==> config.mk <==
export PLATFORM = sky130hd
export DESIGN_NAME = rpn_integer_stack_calculator_flat
export DESIGN_NICKNAME = d
export VERILOG_FILES = /design/src/hdl/rpnisc_pkg.sv /design/src/hdl/rpnisc_req_if.sv /design/src/hdl/rpnisc_rsp_if.sv /design/src/hdl/rpnisc_cell.sv /design/src/hdl/rpnisc_muldiv.sv /design/src/hdl/rpn_integer_stack_calculator.sv /design/src/flat_wrapper.sv
export SDC_FILE = /design/constraint.sdc
export NUM_CORES = 2
export LEC_CHECK = 0
export BUFFER_PORTS_ARGS = -buffer_cell sky130_fd_sc_hd__buf_2
export CAP_MARGIN = 20
export CORE_MARGIN = 2
export CORE_UTILIZATION = 50
export CTS_CLUSTER_SIZE = 25
export DETAILED_ROUTE_END_ITERATION = 10
export PLACE_DENSITY_LB_ADDON = 0.12
export SYNTH_ARGS = -nofsm -noshare
export SYNTH_HDL_FRONTEND = slang
export SYNTH_SLANG_ARGS = --single-unit
==> constraint.sdc <==
create_clock -name clock -period 118.6 [get_ports clock]
set_input_delay 23.72 -clock clock [delete_from_list [all_inputs] [get_ports clock]]
set_output_delay 23.72 -clock clock [all_outputs]
set_load 0.01 [all_outputs]
==> src/hdl/rpnisc_pkg.sv <==
// rpnisc_pkg: token codes, status codes and stack cell commands
// shared by the stack cells, the multiply/divide unit and the top level
`default_nettype none
package rpnisc_pkg;

   localparam int VALUE_W = 64;

   // token codes
   localparam logic [3:0] OP_CLEAR = 4'd0;
   localparam logic [3:0] OP_PUSH  = 4'd1;
   localparam logic [3:0] OP_ADD   = 4'd2;
   localparam logic [3:0] OP_SUB   = 4'd3;
   localparam logic [3:0] OP_MUL   = 4'd4;
   localparam logic [3:0] OP_DIV   = 4'd5;
   localparam logic [3:0] OP_DUP   = 4'd6;
   localparam logic [3:0] OP_NEG   = 4'd7;
   localparam logic [3:0] OP_DUPC  = 4'd8;
   localparam logic [3:0] OP_SWAP  = 4'd9;
   localparam logic [3:0] OP_ADDXY = 4'd10;
   localparam logic [3:0] OP_SUBXY = 4'd11;

   // status codes
   localparam logic [1:0] ST_OK    = 2'd0;
   localparam logic [1:0] ST_EMPTY = 2'd1;
   localparam logic [1:0] ST_FULL  = 2'd2;
   localparam logic [1:0] ST_DIV0  = 2'd3;

   // stack cell commands
   typedef logic [2:0] cell_cmd_type;
   localparam cell_cmd_type CELL_HOLD     = 3'd0;
   localparam cell_cmd_type CELL_FROM_UP1 = 3'd1;
   localparam cell_cmd_type CELL_FROM_UP2 = 3'd2;
   localparam cell_cmd_type CELL_FROM_DN1 = 3'd3;
   localparam cell_cmd_type CELL_LOAD     = 3'd4;

   // multiply/divide unit request
   typedef struct packed {
      logic                 start;
      logic                 is_div;
      logic [VALUE_W-1:0]   a;
      logic [VALUE_W-1:0]   b;
   } md_req_type;

endpackage
`default_nettype wire

==> src/hdl/rpnisc_req_if.sv <==
// rpnisc_req_if: token channel, valid/ready with token payload
// depends on nothing
`default_nettype none
interface rpnisc_req_if;
   logic        valid;
   logic        ready;
   logic [3:0]  req_type;
   logic [63:0] operand_value;
   modport source (output valid, req_type, operand_value, input ready);
   modport sink   (input valid, req_type, operand_value, output ready);
endinterface
`default_nettype wire

==> src/hdl/rpnisc_rsp_if.sv <==
// rpnisc_rsp_if: result channel, valid/ready with status, top value and depth payload
// depends on nothing
`default_nettype none
interface rpnisc_rsp_if;
   logic        valid;
   logic        ready;
   logic [1:0]  status;
   logic [63:0] top_value;
   logic [4:0]  stack_depth;
   modport source (output valid, status, top_value, stack_depth, input ready);
   modport sink   (input valid, status, top_value, stack_depth, output ready);
endinterface
`default_nettype wire

==> src/hdl/rpnisc_cell.sv <==
// rpnisc_cell: one stack entry, loads from a neighbour or from the alu
// depends on rpnisc_pkg
`default_nettype none
module rpnisc_cell
   import rpnisc_pkg::*;
(
   input  wire logic               clock,
   input  wire cell_cmd_type       cmd,
   input  wire logic [VALUE_W-1:0] up1_value,
   input  wire logic [VALUE_W-1:0] up2_value,
   input  wire logic [VALUE_W-1:0] dn1_value,
   input  wire logic [VALUE_W-1:0] load_value,
   output logic      [VALUE_W-1:0] value
);
   logic [VALUE_W-1:0] value_ff, value_in;

   always_comb begin
      unique case (cmd)
         CELL_FROM_UP1: value_in = up1_value;
         CELL_FROM_UP2: value_in = up2_value;
         CELL_FROM_DN1: value_in = dn1_value;
         CELL_LOAD:     value_in = load_value;
         default:       value_in = value_ff;
      endcase
   end

   always_ff @(posedge clock) begin
      value_ff <= value_in;
   end

   assign value = value_ff;
endmodule
`default_nettype wire

==> src/hdl/rpnisc_muldiv.sv <==
// rpnisc_muldiv: bit-serial 64-bit wrapping multiply and truncating divide
// depends on rpnisc_pkg
`default_nettype none
module rpnisc_muldiv
   import rpnisc_pkg::*;
(
   input  wire logic               clock,
   input  wire logic               reset,
   input  wire md_req_type         req,
   output logic                    done,
   output logic      [VALUE_W-1:0] result
);
   logic               busy_ff, busy_in;
   logic               done_ff, done_in;
   logic               div_ff, div_in;
   logic               neg_ff, neg_in;
   logic [5:0]         count_ff, count_in;
   logic [VALUE_W:0]   rem_ff, rem_in;
   logic [VALUE_W-1:0] quo_ff, quo_in;
   logic [VALUE_W-1:0] dsr_ff, dsr_in;
   logic [VALUE_W:0]   shifted, diff;
   logic [VALUE_W-1:0] mag_a, mag_b;

   always_comb begin
      mag_a   = req.a[VALUE_W-1] ? (VALUE_W'(0) - req.a) : req.a;
      mag_b   = req.b[VALUE_W-1] ? (VALUE_W'(0) - req.b) : req.b;
      shifted = {rem_ff[VALUE_W-1:0], quo_ff[VALUE_W-1]};
      diff    = shifted - {1'b0, dsr_ff};
      busy_in = busy_ff;
      done_in = 1'b0;
      div_in = div_ff; neg_in = neg_ff; count_in = count_ff;
      rem_in = rem_ff; quo_in = quo_ff; dsr_in = dsr_ff;
      if (req.start) begin
         busy_in  = 1'b1;
         div_in   = req.is_div;
         count_in = '0;
         rem_in   = '0;
         if (req.is_div) begin
            neg_in = req.a[VALUE_W-1] ^ req.b[VALUE_W-1];
            quo_in = mag_a;
            dsr_in = mag_b;
         end else begin
            neg_in = 1'b0;
            quo_in = req.b;
            dsr_in = req.a;
         end
      end else if (busy_ff) begin
         if (div_ff) begin
            if (!diff[VALUE_W]) begin
               rem_in = diff;
               quo_in = {quo_ff[VALUE_W-2:0], 1'b1};
            end else begin
               rem_in = shifted;
               quo_in = {quo_ff[VALUE_W-2:0], 1'b0};
            end
         end else begin
            // shift-add: accumulate multiplicand for each set multiplier bit
            if (quo_ff[0]) rem_in = {1'b0, rem_ff[VALUE_W-1:0] + dsr_ff};
            quo_in = {1'b0, quo_ff[VALUE_W-1:1]};
            dsr_in = {dsr_ff[VALUE_W-2:0], 1'b0};
         end
         count_in = count_ff + 6'd1;
         if (count_ff == 6'(VALUE_W - 1)) begin
            busy_in = 1'b0;
            done_in = 1'b1;
         end
      end
   end

   always_ff @(posedge clock) begin
      if (reset) begin
         busy_ff <= 1'b0;
         done_ff <= 1'b0;
      end else begin
         busy_ff <= busy_in;
         done_ff <= done_in;
      end
      div_ff <= div_in; neg_ff <= neg_in; count_ff <= count_in;
      rem_ff <= rem_in; quo_ff <= quo_in; dsr_ff <= dsr_in;
   end

   assign done   = done_ff;
   assign result = div_ff ? (neg_ff ? (VALUE_W'(0) - quo_ff) : quo_ff)
                          : rem_ff[VALUE_W-1:0];
endmodule
`default_nettype wire

==> src/hdl/rpn_integer_stack_calculator.sv <==
// rpn_integer_stack_calculator: top level, token decode, cell row and result register
// depends on rpnisc_pkg, rpnisc_req_if, rpnisc_rsp_if, rpnisc_cell, rpnisc_muldiv
//
// Postfix calculator on a stack of 64-bit two's complement values held in a row
// of cells, top of stack in cell 0. Each token shifts, loads or holds every cell.
// For most tokens the cells are written on acceptance and the result register
// loads from them after that; the next token is taken once it has loaded.
// Multiply and divide go through a bit-serial unit at one operand bit a cycle,
// then write the cells and load the result register. A new token is accepted
// while the previous result waits on rsp. After an empty-stack, full-stack or
// divide-by-zero error every token is ignored until clear, but each still
// returns a result with the held status.
`default_nettype none
module rpn_integer_stack_calculator
   import rpnisc_pkg::*;
#(
   parameter int STACK_DEPTH = 16
)(
   input  wire logic  clock,
   input  wire logic  reset,
   rpnisc_req_if.sink   req_channel,
   rpnisc_rsp_if.source rsp_channel
);
   localparam int SP_W = $clog2(STACK_DEPTH + 1);
   localparam logic [SP_W:0] DEPTH_C = (SP_W+1)'(STACK_DEPTH);

   // controller states
   localparam logic [1:0] S_IDLE   = 2'd0;
   localparam logic [1:0] S_BUSY   = 2'd1;
   localparam logic [1:0] S_REPORT = 2'd2;

   logic [1:0]         state_ff, state_in;
   logic [SP_W-1:0]    sp_ff, sp_in;
   logic [1:0]         err_ff, err_in;
   logic               rsp_valid_ff, rsp_valid_in;
   logic [1:0]         rsp_status_ff;
   logic [VALUE_W-1:0] rsp_top_ff;
   logic [4:0]         rsp_depth_ff;

   logic [VALUE_W-1:0] cell_q [STACK_DEPTH];
   cell_cmd_type       cmd0, cmd1, cmd_rest;
   logic [VALUE_W-1:0] load0, load1;
   md_req_type         md_req;
   logic               md_done;
   logic [VALUE_W-1:0] md_result;
   logic               accept, slot_free;
   logic [SP_W:0]      sp_x;
   logic [VALUE_W-1:0] c0, c1, c2;

   assign accept    = req_channel.valid && req_channel.ready;
   assign slot_free = !rsp_valid_ff || rsp_channel.ready;
   assign sp_x      = {1'b0, sp_ff};
   assign c0 = cell_q[0];
   assign c1 = cell_q[1];
   assign c2 = cell_q[2];

   always_comb begin
      state_in = state_ff;
      sp_in    = sp_ff;
      err_in   = err_ff;
      cmd0 = CELL_HOLD; cmd1 = CELL_HOLD; cmd_rest = CELL_HOLD;
      load0 = c0; load1 = c1;
      md_req.start  = 1'b0;
      md_req.is_div = (req_channel.req_type == OP_DIV);
      md_req.a      = c1;
      md_req.b      = c0;
      unique case (state_ff)
         S_IDLE: if (accept) begin
            state_in = S_REPORT;
            if (req_channel.req_type == OP_CLEAR) begin
               sp_in  = '0;
               err_in = ST_OK;
            end else if (err_ff == ST_OK) begin
               unique case (req_channel.req_type)
                  OP_PUSH: begin
                     if (sp_x + 1 > DEPTH_C) err_in = ST_FULL;
                     else begin
                        cmd0 = CELL_LOAD; load0 = req_channel.operand_value;
                        cmd1 = CELL_FROM_UP1; cmd_rest = CELL_FROM_UP1;
                        sp_in = sp_ff + 1'b1;
                     end
                  end
                  OP_ADD, OP_SUB: begin
                     if (sp_x < 2) err_in = ST_EMPTY;
                     else begin
                        cmd0  = CELL_LOAD;
                        load0 = (req_channel.req_type == OP_ADD) ? c1 + c0 : c1 - c0;
                        cmd1 = CELL_FROM_DN1; cmd_rest = CELL_FROM_DN1;
                        sp_in = sp_ff - 1'b1;
                     end
                  end
                  OP_MUL, OP_DIV: begin
                     if (sp_x < 2) err_in = ST_EMPTY;
                     else if (req_channel.req_type == OP_DIV && c0 == '0)
                        err_in = ST_DIV0;
                     else begin
                        md_req.start = 1'b1;
                        state_in     = S_BUSY;
                     end
                  end
                  OP_DUP: begin
                     if (sp_x < 1) err_in = ST_EMPTY;
                     else if (sp_x + 1 > DEPTH_C) err_in = ST_FULL;
                     else begin
                        cmd1 = CELL_FROM_UP1; cmd_rest = CELL_FROM_UP1;
                        sp_in = sp_ff + 1'b1;
                     end
                  end
                  OP_NEG: begin
                     if (sp_x < 1) err_in = ST_EMPTY;
                     else begin
                        cmd0 = CELL_LOAD; load0 = VALUE_W'(0) - c0;
                     end
                  end
                  OP_DUPC: begin
                     if (sp_x < 2) err_in = ST_EMPTY;
                     else if (sp_x + 2 > DEPTH_C) err_in = ST_FULL;
                     else begin
                        cmd_rest = CELL_FROM_UP2;
                        sp_in = sp_ff + 2'd2;
                     end
                  end
                  OP_SWAP: begin
                     if (sp_x < 2) err_in = ST_EMPTY;
                     else begin
                        cmd0 = CELL_LOAD; load0 = c1;
                        cmd1 = CELL_LOAD; load1 = c0;
                     end
                  end
                  OP_ADDXY, OP_SUBXY: begin
                     if (sp_x < 3) err_in = ST_EMPTY;
                     else begin
                        cmd0 = CELL_LOAD; cmd1 = CELL_LOAD; cmd_rest = CELL_FROM_DN1;
                        if (req_channel.req_type == OP_ADDXY) begin
                           load0 = c1 + c0; load1 = c2 + c0;
                        end else begin
                           load0 = c1 - c0; load1 = c2 - c0;
                        end
                        sp_in = sp_ff - 1'b1;
                     end
                  end
                  default: ;
               endcase
            end
         end
         S_BUSY: if (md_done) begin
            // binary result replaces the top pair
            cmd0 = CELL_LOAD; load0 = md_result;
            cmd1 = CELL_FROM_DN1; cmd_rest = CELL_FROM_DN1;
            sp_in    = sp_ff - 1'b1;
            state_in = S_REPORT;
         end
         S_REPORT: if (slot_free) state_in = S_IDLE;
         default: state_in = S_IDLE;
      endcase
   end

   // row of cells, neighbours beyond the ends read as zero
   for (genvar i = 0; i < STACK_DEPTH; i++) begin : g_cell
      rpnisc_cell u_cell (
         .clock      (clock),
         .cmd        ((i == 0) ? cmd0 : ((i == 1) ? cmd1 : cmd_rest)),
         .up1_value  ((i >= 1) ? cell_q[(i >= 1) ? i - 1 : 0] : '0),
         .up2_value  ((i >= 2) ? cell_q[(i >= 2) ? i - 2 : 0] : '0),
         .dn1_value  ((i < STACK_DEPTH - 1) ? cell_q[(i < STACK_DEPTH - 1) ? i + 1 : i] : '0),
         .load_value ((i == 0) ? load0 : ((i == 1) ? load1 : '0)),
         .value      (cell_q[i])
      );
   end

   rpnisc_muldiv u_muldiv (
      .clock  (clock),
      .reset  (reset),
      .req    (md_req),
      .done   (md_done),
      .result (md_result)
   );

   // result register loads from the settled stack state
   always_comb begin
      rsp_valid_in = rsp_valid_ff && !rsp_channel.ready;
      if (state_ff == S_REPORT && slot_free) rsp_valid_in = 1'b1;
   end

   always_ff @(posedge clock) begin
      if (reset) begin
         state_ff     <= S_IDLE;
         sp_ff        <= '0;
         err_ff       <= ST_OK;
         rsp_valid_ff <= 1'b0;
      end else begin
         state_ff     <= state_in;
         sp_ff        <= sp_in;
         err_ff       <= err_in;
         rsp_valid_ff <= rsp_valid_in;
      end
      if (state_ff == S_REPORT && slot_free) begin
         rsp_status_ff <= err_ff;
         rsp_top_ff    <= (sp_ff != '0) ? c0 : '0;
         rsp_depth_ff  <= 5'(sp_ff);
      end
   end

   assign req_channel.ready       = (state_ff == S_IDLE);
   assign rsp_channel.valid       = rsp_valid_ff;
   assign rsp_channel.status      = rsp_status_ff;
   assign rsp_channel.top_value   = rsp_top_ff;
   assign rsp_channel.stack_depth = rsp_depth_ff;

   // stack pointer never exceeds the row length
   assert property (@(posedge clock) disable iff (reset) sp_x <= DEPTH_C)
      else $error("stack pointer beyond depth");
   // an accepted token always leaves idle
   assert property (@(posedge clock) disable iff (reset) accept |=> state_ff != S_IDLE)
      else $error("token accepted without leaving idle");
   // the unit only reports back while the controller waits for it
   assert property (@(posedge clock) disable iff (reset) md_done |-> state_ff == S_BUSY)
      else $error("unit result outside busy state");
   // a waiting result is never overwritten
   assert property (@(posedge clock) disable iff (reset)
      rsp_valid_ff && !rsp_channel.ready |=> rsp_valid_ff && $stable(rsp_top_ff))
      else $error("pending result lost");
endmodule
`default_nettype wire

==> src/flat_wrapper.sv <==
// flat-port wrapper written by rule: the top's interface ports become plain ports
module rpn_integer_stack_calculator_flat import rpnisc_pkg::*;
#(
   parameter int STACK_DEPTH = 16
)
  (clock, reset, req_channel_valid, req_channel_req_type, req_channel_operand_value, req_channel_ready, rsp_channel_valid, rsp_channel_status, rsp_channel_top_value, rsp_channel_stack_depth, rsp_channel_ready);
  rpnisc_req_if req_channel_i ();
  rpnisc_rsp_if rsp_channel_i ();
  input  wire logic clock;
  input  wire logic reset;
  input wire logic [$bits(req_channel_i.valid)-1:0] req_channel_valid;
  input wire logic [$bits(req_channel_i.req_type)-1:0] req_channel_req_type;
  input wire logic [$bits(req_channel_i.operand_value)-1:0] req_channel_operand_value;
  output wire logic [$bits(req_channel_i.ready)-1:0] req_channel_ready;
  output wire logic [$bits(rsp_channel_i.valid)-1:0] rsp_channel_valid;
  output wire logic [$bits(rsp_channel_i.status)-1:0] rsp_channel_status;
  output wire logic [$bits(rsp_channel_i.top_value)-1:0] rsp_channel_top_value;
  output wire logic [$bits(rsp_channel_i.stack_depth)-1:0] rsp_channel_stack_depth;
  input wire logic [$bits(rsp_channel_i.ready)-1:0] rsp_channel_ready;
  assign req_channel_i.valid = req_channel_valid;
  assign req_channel_i.req_type = req_channel_req_type;
  assign req_channel_i.operand_value = req_channel_operand_value;
  assign req_channel_ready = req_channel_i.ready;
  assign rsp_channel_valid = rsp_channel_i.valid;
  assign rsp_channel_status = rsp_channel_i.status;
  assign rsp_channel_top_value = rsp_channel_i.top_value;
  assign rsp_channel_stack_depth = rsp_channel_i.stack_depth;
  assign rsp_channel_i.ready = rsp_channel_ready;
  rpn_integer_stack_calculator #(.STACK_DEPTH(STACK_DEPTH)) u_core (.clock(clock), .reset(reset), .req_channel(req_channel_i), .rsp_channel(rsp_channel_i));
endmodule
* After elaboration in Yosys (flattened, before gate mapping) *
Index checks and enable logic that the tools add are counted.

word-level totals
  RAM bits = 0
  bits in read-only memories = 0
  memories = 0
  output and inout port bits = 73
  register bits = 1307
  word-level logic and storage cells = 273
  latch bits = 0

operators by class
  divide/modulo/power cells = 0
  reduce and logical (&&, ||, !) cells = 35
  bitwise operators = 2
  add/sub/neg operators = 15
  equality and inequality tests = 60
  $mul = 0
  magnitude comparators = 5
  shifts and indexed selects = 0
  muxes and demuxes = 125

operators with widths
  cell                                                 count
  one-hot mux 64 bit (4 select lines)                  14
  2-to-1 mux 64 bit                                    33
  one-hot mux 64 bit (3 select lines)                  2
  one-hot mux 64 bit (5 select lines)                  1
  one-hot mux 64 bit (2 select lines)                  2
  adder 64 bit                                         3
  subtractor 1 x 64 -> 64 bit, first input constant    3
  subtractor 64 bit                                    2
  subtractor 65 x 64 -> 65 bit                         1
  > comparator 32 x 5 -> 1 bit, second input constant  2
  logical NOT 64 bit                                   1
  2-to-1 mux 5 bit                                     10
  2-to-1 mux 2 bit                                     23
  2-to-1 mux 3 bit                                     15
  != test 4 bit, second input constant                 10
  one-hot mux 3 bit (5 select lines)                   2
  one-hot mux 5 bit (5 select lines)                   1
  != test 3 bit, second input constant                 7
  equality test 3 x 2 -> 1 bit, second input constant  6
  one-hot mux 3 bit (2 select lines)                   3
  equality test 4 x 3 -> 1 bit, second input constant  4
  equality test 4 bit, second input constant           4
  2-to-1 mux 1 bit                                     15
  != test 3 x 1 -> 1 bit, second input constant        5
  other kinds (43)                                     73

* Longest topological paths before layout *
  word-level depth = 12
  gate-level depth with buffers = 26
  mapped depth without buffers = 25

* Cells and area by module *
From an unflattened synthesis, not the netlist that was laid out.

second synthesis, totals
  cells, all modules = 11217
  area, all modules = 107051.4 µm²

modules (own cells, without submodules)
  module                        instances  area an instance (µm²)  seq. area each (µm²)  cells each
  rpnisc_cell                   16         3774.9                  1921.8                288
  rpn_integer_stack_calculator  1          23625.2                 2332.2                3581
  rpnisc_muldiv                 1          23028.3                 5345.1                3028

* Least setup slack after synthesis *
OpenSTA, ideal clock, no wires.

  kind = input-to-reg
  start = input req_channel_req_type[3]
  end = register u_core.g_cell[10].u_cell.value_ff[0], enable pin
  required time = 115.199 ns
  arrival time = 86.958 ns
  setup time = 3.401 ns
  buffers on the path = 1
  slack = 28.240 ns
  cell stages on the path = 7
  path through = clkbuf_1 nor2_1 nand2_1 nand4_1 a21oi_1 o21ai_0 o21ai_0

on the way
  cells in the longest elaborated chain, start to end = 9
  elaborated cells on any way between the ends = 20
  classes of those cells = eq/ne (11); mux (5); reduce/logical (4)

RTL lines
  item                                                                        RTL line                            source
  from (decl)                                                                 flat_wrapper.sv:12                  input wire logic [$bits(req_channel_i.req_type)-1:0] req_channel_req_type;
  equality test 4 bit / equality test 4 x 2 -> 1 bit (equally long branches)  rpn_integer_stack_calculator.sv:74  unique case (req_channel.req_type)
  OR reduction 2 bit                                                          rpn_integer_stack_calculator.sv:74
  one-hot mux 3 bit (5 select lines)                                          rpn_integer_stack_calculator.sv:74
  2-to-1 mux 3 bit                                                            rpn_integer_stack_calculator.sv:73  end else if (err_ff == ST_OK) begin
  2-to-1 mux 3 bit (*)                                                        rpn_integer_stack_calculator.sv:70  if (req_channel.req_type == OP_CLEAR) begin
  2-to-1 mux 3 bit (*)                                                        rpn_integer_stack_calculator.sv:68  S_IDLE: if (accept) begin
  one-hot mux 3 bit (2 select lines) (*)                                      rpn_integer_stack_calculator.sv:67  unique case (state_ff)
  equality test 3 bit (tied with other cells)                                 rpnisc_cell.sv:18                   unique case (cmd)
  nonzero test 4 bit (no line) (*)                                            n/a
  to (signal assigned)                                                        rpnisc_cell.sv:28                   value_ff <= value_in;
  to (decl)                                                                   rpnisc_cell.sv:15                   logic [VALUE_W-1:0] value_ff, value_in;

Every way passes the cells marked *; elsewhere a longest branch is shown, timed or not.
A chain may end at the register's enable or synchronous reset.

* Final worst setup path *
  start = input req_channel_req_type[0]
  end = register u_core.g_cell[6].u_cell.value_ff[6], enable pin

on the way
  cells in the longest elaborated chain, start to end = 9
  elaborated cells on any way between the ends = 20
  classes of those cells = eq/ne (11); mux (5); reduce/logical (4)

RTL lines
  item                                                                        RTL line
  equality test 4 bit / equality test 4 x 2 -> 1 bit (equally long branches)  rpn_integer_stack_calculator.sv:74
  OR reduction 2 bit                                                          rpn_integer_stack_calculator.sv:74
  one-hot mux 3 bit (5 select lines)                                          rpn_integer_stack_calculator.sv:74
  2-to-1 mux 3 bit                                                            rpn_integer_stack_calculator.sv:73
  2-to-1 mux 3 bit (*)                                                        rpn_integer_stack_calculator.sv:70
  2-to-1 mux 3 bit (*)                                                        rpn_integer_stack_calculator.sv:68
  one-hot mux 3 bit (2 select lines) (*)                                      rpn_integer_stack_calculator.sv:67
  equality test 3 bit (tied with other cells)                                 rpnisc_cell.sv:18
  nonzero test 4 bit (no line) (*)                                            n/a
  to (signal assigned)                                                        rpnisc_cell.sv:28
  to (decl)                                                                   rpnisc_cell.sv:15

Marked as above.

==> run summary <==
HPWL Detailed: 210.9 mm
Via count: 78129
Setup bufs post-CTS: 0
Top Layer Used: met4
DIE HEIGHT: 422.2 um
Setup Skew: 0.03671 ns
DIE WIDTH: 422.2 um
Nets: 9881
Layout cells sized above 1: 6.016%
Crit path capture type: flop
Synth Flop Type: edfxtp_1
Critical path launch point type: primary input
Synth warn: 0
First-pass GRT wire length: 450.1 mm
CTS clk-pin slew, worst paths: 0.06 ns
P per Cell Area: 14.84 nW/um^2
Post-cts gate resize count: 0
Register bit total from synthesis: 1307
# H-tree levels: 4
Worst hold stages: 0
Clock root buffer: clkbuf_16
Gr ovfl total: 0
Final Cycle Share: 26.04%
Worst-Skew Late Latency: 0.83 ns
Final slew viol count: 0
Synthesized area: 87460 um^2
Initial core utilization: 50.31%
HP Class: flop to flop
Actual slew at the worst max-slew pin: 1.201 ns
Number of flops mapped to enable cells by yosys: 1225
DRC errors left: 0
Max-Cap Viols: 0
Sequential share of the synthesized area: 43.94%
Placed cells: 11626
DRT iter0 DRCs: 9857
Initial DRT Pass Iterations: 8
Post-Syn Area per Cell: 8.866 um^2
Setup CP Type: primary input to flop
Routed length on met1: 139.4 mm
Met2 wire length: 124.9 mm
Port Buf Inserts: 144
Slew HR: 19.94%
Critical path arrival: 31.32 ns
Worst Path Required: 119.03 ns
Vias in the first global route: 71103
Initial antenna violation count: 1
Row Count: 153
Reg2reg path depth: 16
Die area: 178300 um^2
Cell count after synthesis: 9864
Setup-failing EPs final: 0
Total clock sinks: 1307
Ys async rst share: 0%
Fmax: 32.37 MHz
WL final: 300.5 mm
Status: finished clean
Largest area contributor in the netlist: edfxtp_1
Met3 wire len: 25.21 mm
Final core utilization: 54.01%
Min cycle time layout: 30.89 ns
Setup TNS: 0 ns
Final non-filler cell total: 11901
Hold Fails Final Rpt: 0
Largest net degree at the start of global routing: 234
Num CTS Buffers: 148
Synth-to-layout area growth: 7.342%
Cts hold-fix bufs: 0
All-Layer GR Usage: 32.19%
WL/cell: 25.25 um
Post-DRT Antenna Nets: 0
Netlist cell types: 94
RSZ-0062 raised after global routing: no
TritonCTS clock tree: built
Peak VDD IR: 0.00001410 V
Post-synth top area share: 42.06%
Lkg Pwr: 33.86 nW
Syn nets: 10286
Longest Clk Path Bufs: 3
GPL Wtd Cong: 1.014
Core area: 173800 um^2
Number of I/O pins: 145
Area contributors post-synth: edfxtp_1 (42%), a21oi_1 (8.1%), o22ai_1 (6.1%)
Worst-path maximum fanout: 191
Hold WS: 0.4693 ns
Vias/cell: 6.565
==> synth_stat cells, types with 18 or more instances <==
cell type  instances
a211oi_1          66
dfxtp_1           82
o21bai_1          74
xor2_1           195
o21ai_0          512
a21oi_1         1418
inv_1            254
buf_2             23
buf_1            133
o41ai_1           30
a22oi_1           69
and2_1            18
nor4_1            46
or4_1             26
a221o_1           19
a31oi_1           47
o221ai_1          38
a22o_1            68
o31ai_1           69
ha_1             345
edfxtp_1        1225
nor2b_1           54
o21a_1            29
mux2i_1           87
clkbuf_1         670
o211ai_1         175
nand3_1           94
o22ai_1          858
or2_2             20
a221oi_1          66
o21ai_1          101
or3_1             41
and3_1            28
nor3_1           106
nor2_1          1319
xnor2_1          325
nand2_1          637
nand4_1           82
a21o_1           141
nand2b_1          59
==> state kept, by name (all words and copies together), names as in the netlist <==
register	flops
u_core.u_muldiv.done	1
u_core.u_muldiv.quo_ff	64
u_core.state_ff	2
u_core.u_muldiv.dsr_ff	64
u_core.u_muldiv.busy_ff	1
u_core.rsp_channel.valid	1
u_core.u_muldiv.rem_ff	64
u_core.u_muldiv.count_ff	6
u_core.rsp_channel.status	2
u_core.u_muldiv.neg_ff	1
u_core.err_ff	2
u_core.rsp_channel.stack_depth	5
u_core.g_cell.u_cell.value	1024
u_core.sp_ff	5
u_core.u_muldiv.div_ff	1
u_core.rsp_channel.top_value	64
==> final timing paths <==
path / start / endpoint / slack [ns]
max: req_channel_req_type[0] / u_core.g_cell[6].u_cell.value[6] / 87.71
min: u_core.err_ff[0] / u_core.rsp_channel.status[0] / 0.47
max reg2reg: u_core.sp_ff[2] / u_core.g_cell[6].u_cell.value[6] / 110.53
min reg2reg: u_core.err_ff[0] / u_core.rsp_channel.status[0] / 0.47
==> layout make-up <==
cell class / instances / area, um^2
Fill cell: 16315 / 79950
Multi-Input combinational cell: 7452 / 44930
Sequential cell: 1307 / 38430
Clock buffer: 192 / 3983
Tap cell: 2325 / 2909
Timing Repair Buffer: 282 / 1921
Inverter: 268 / 1016
Clock inverter: 74 / 686.9
Antenna cell: 1 / 2.502
==> where the power goes <==
| group | total (W) | internal, W | switching, W |
|---|---|---|---|
| logic | 0.000369 | 0.000137 | 0.000232 |
| registers | 0.000572 | 0.000535 | 0.0000366 |
| clock network | 0.000453 | 0.000254 | 0.000199 |
==> logic make-up after synthesis <==
| logic type | count (synthesis) | share of synthesized area (%) |
|---|---|---|
| xor+xnor | 521 | 5.226 |
| fa+ha+maj | 350 | 5.050 |
| mux | 91 | 1.047 |
| flops | 1307 | 43.94 |
| buf+inv | 1105 | 4.866 |
| simple gates | 2584 | 12.88 |
| compound gates | 3906 | 26.99 |
==> critical path, stage by stage <==
cell and delay (ns):
buf_2 0.07, buf_4 0.61, nor2_1 0.12, nand2_1 0.27
nand4_1 0.40, a21oi_1 0.27, o21ai_0 0.21, a21oi_4 0.21
buf_4 0.65, nor2_4 0.31, o21ai_4 0.15, buf_4 0.69
buf_4 0.84, buf_4 0.87, buf_4 0.77, buf_12 0.77
==> placed cells by master, fill, tap and decap left out, types with 68 or more instances in the layout <==
master / count
a21o_1: 141
a21oi_1: 1415
a22o_1: 68
a22oi_1: 69
buf_2: 145
buf_4: 126
clkbuf_16: 151
dfxtp_1: 82
edfxtp_1: 1225
ha_1: 345
inv_1: 252
mux2i_1: 87
nand2_1: 629
nand3_1: 94
nand4_1: 82
nor2_1: 1312
nor3_1: 105
o211ai_1: 175
o21ai_0: 509
o21ai_1: 101
o21bai_1: 74
o22ai_1: 858
o31ai_1: 69
xnor2_1: 324
xor2_1: 195
==> through the flow <==
| step | total power [W] | cell area, um^2 | setup slack, ns |
|---|---|---|---|
| 5_1_grt | 0.001457 | 93870 | 87.17 |
| 6_report | 0.001394 | 93880 | 87.71 |
| 3_5_place_dp | 0.0009403 | 89030 | 86.33 |
| 2_1_floorplan | 0.0008721 | 87460 | 28.24 |
| 3_3_place_gp | 0.0009374 | 89030 | 86.49 |
| 4_1_cts | 0.001394 | 93700 | 87.20 |
==> routing by layer <==
layer	vias up	GRT usage (%)
li1	36252	-
met1	37861	49.67
met2	3548	45.28
met3	468	4.838
met4	0	11.58
met5	-	0
Power figures use the tool's default switching activity.
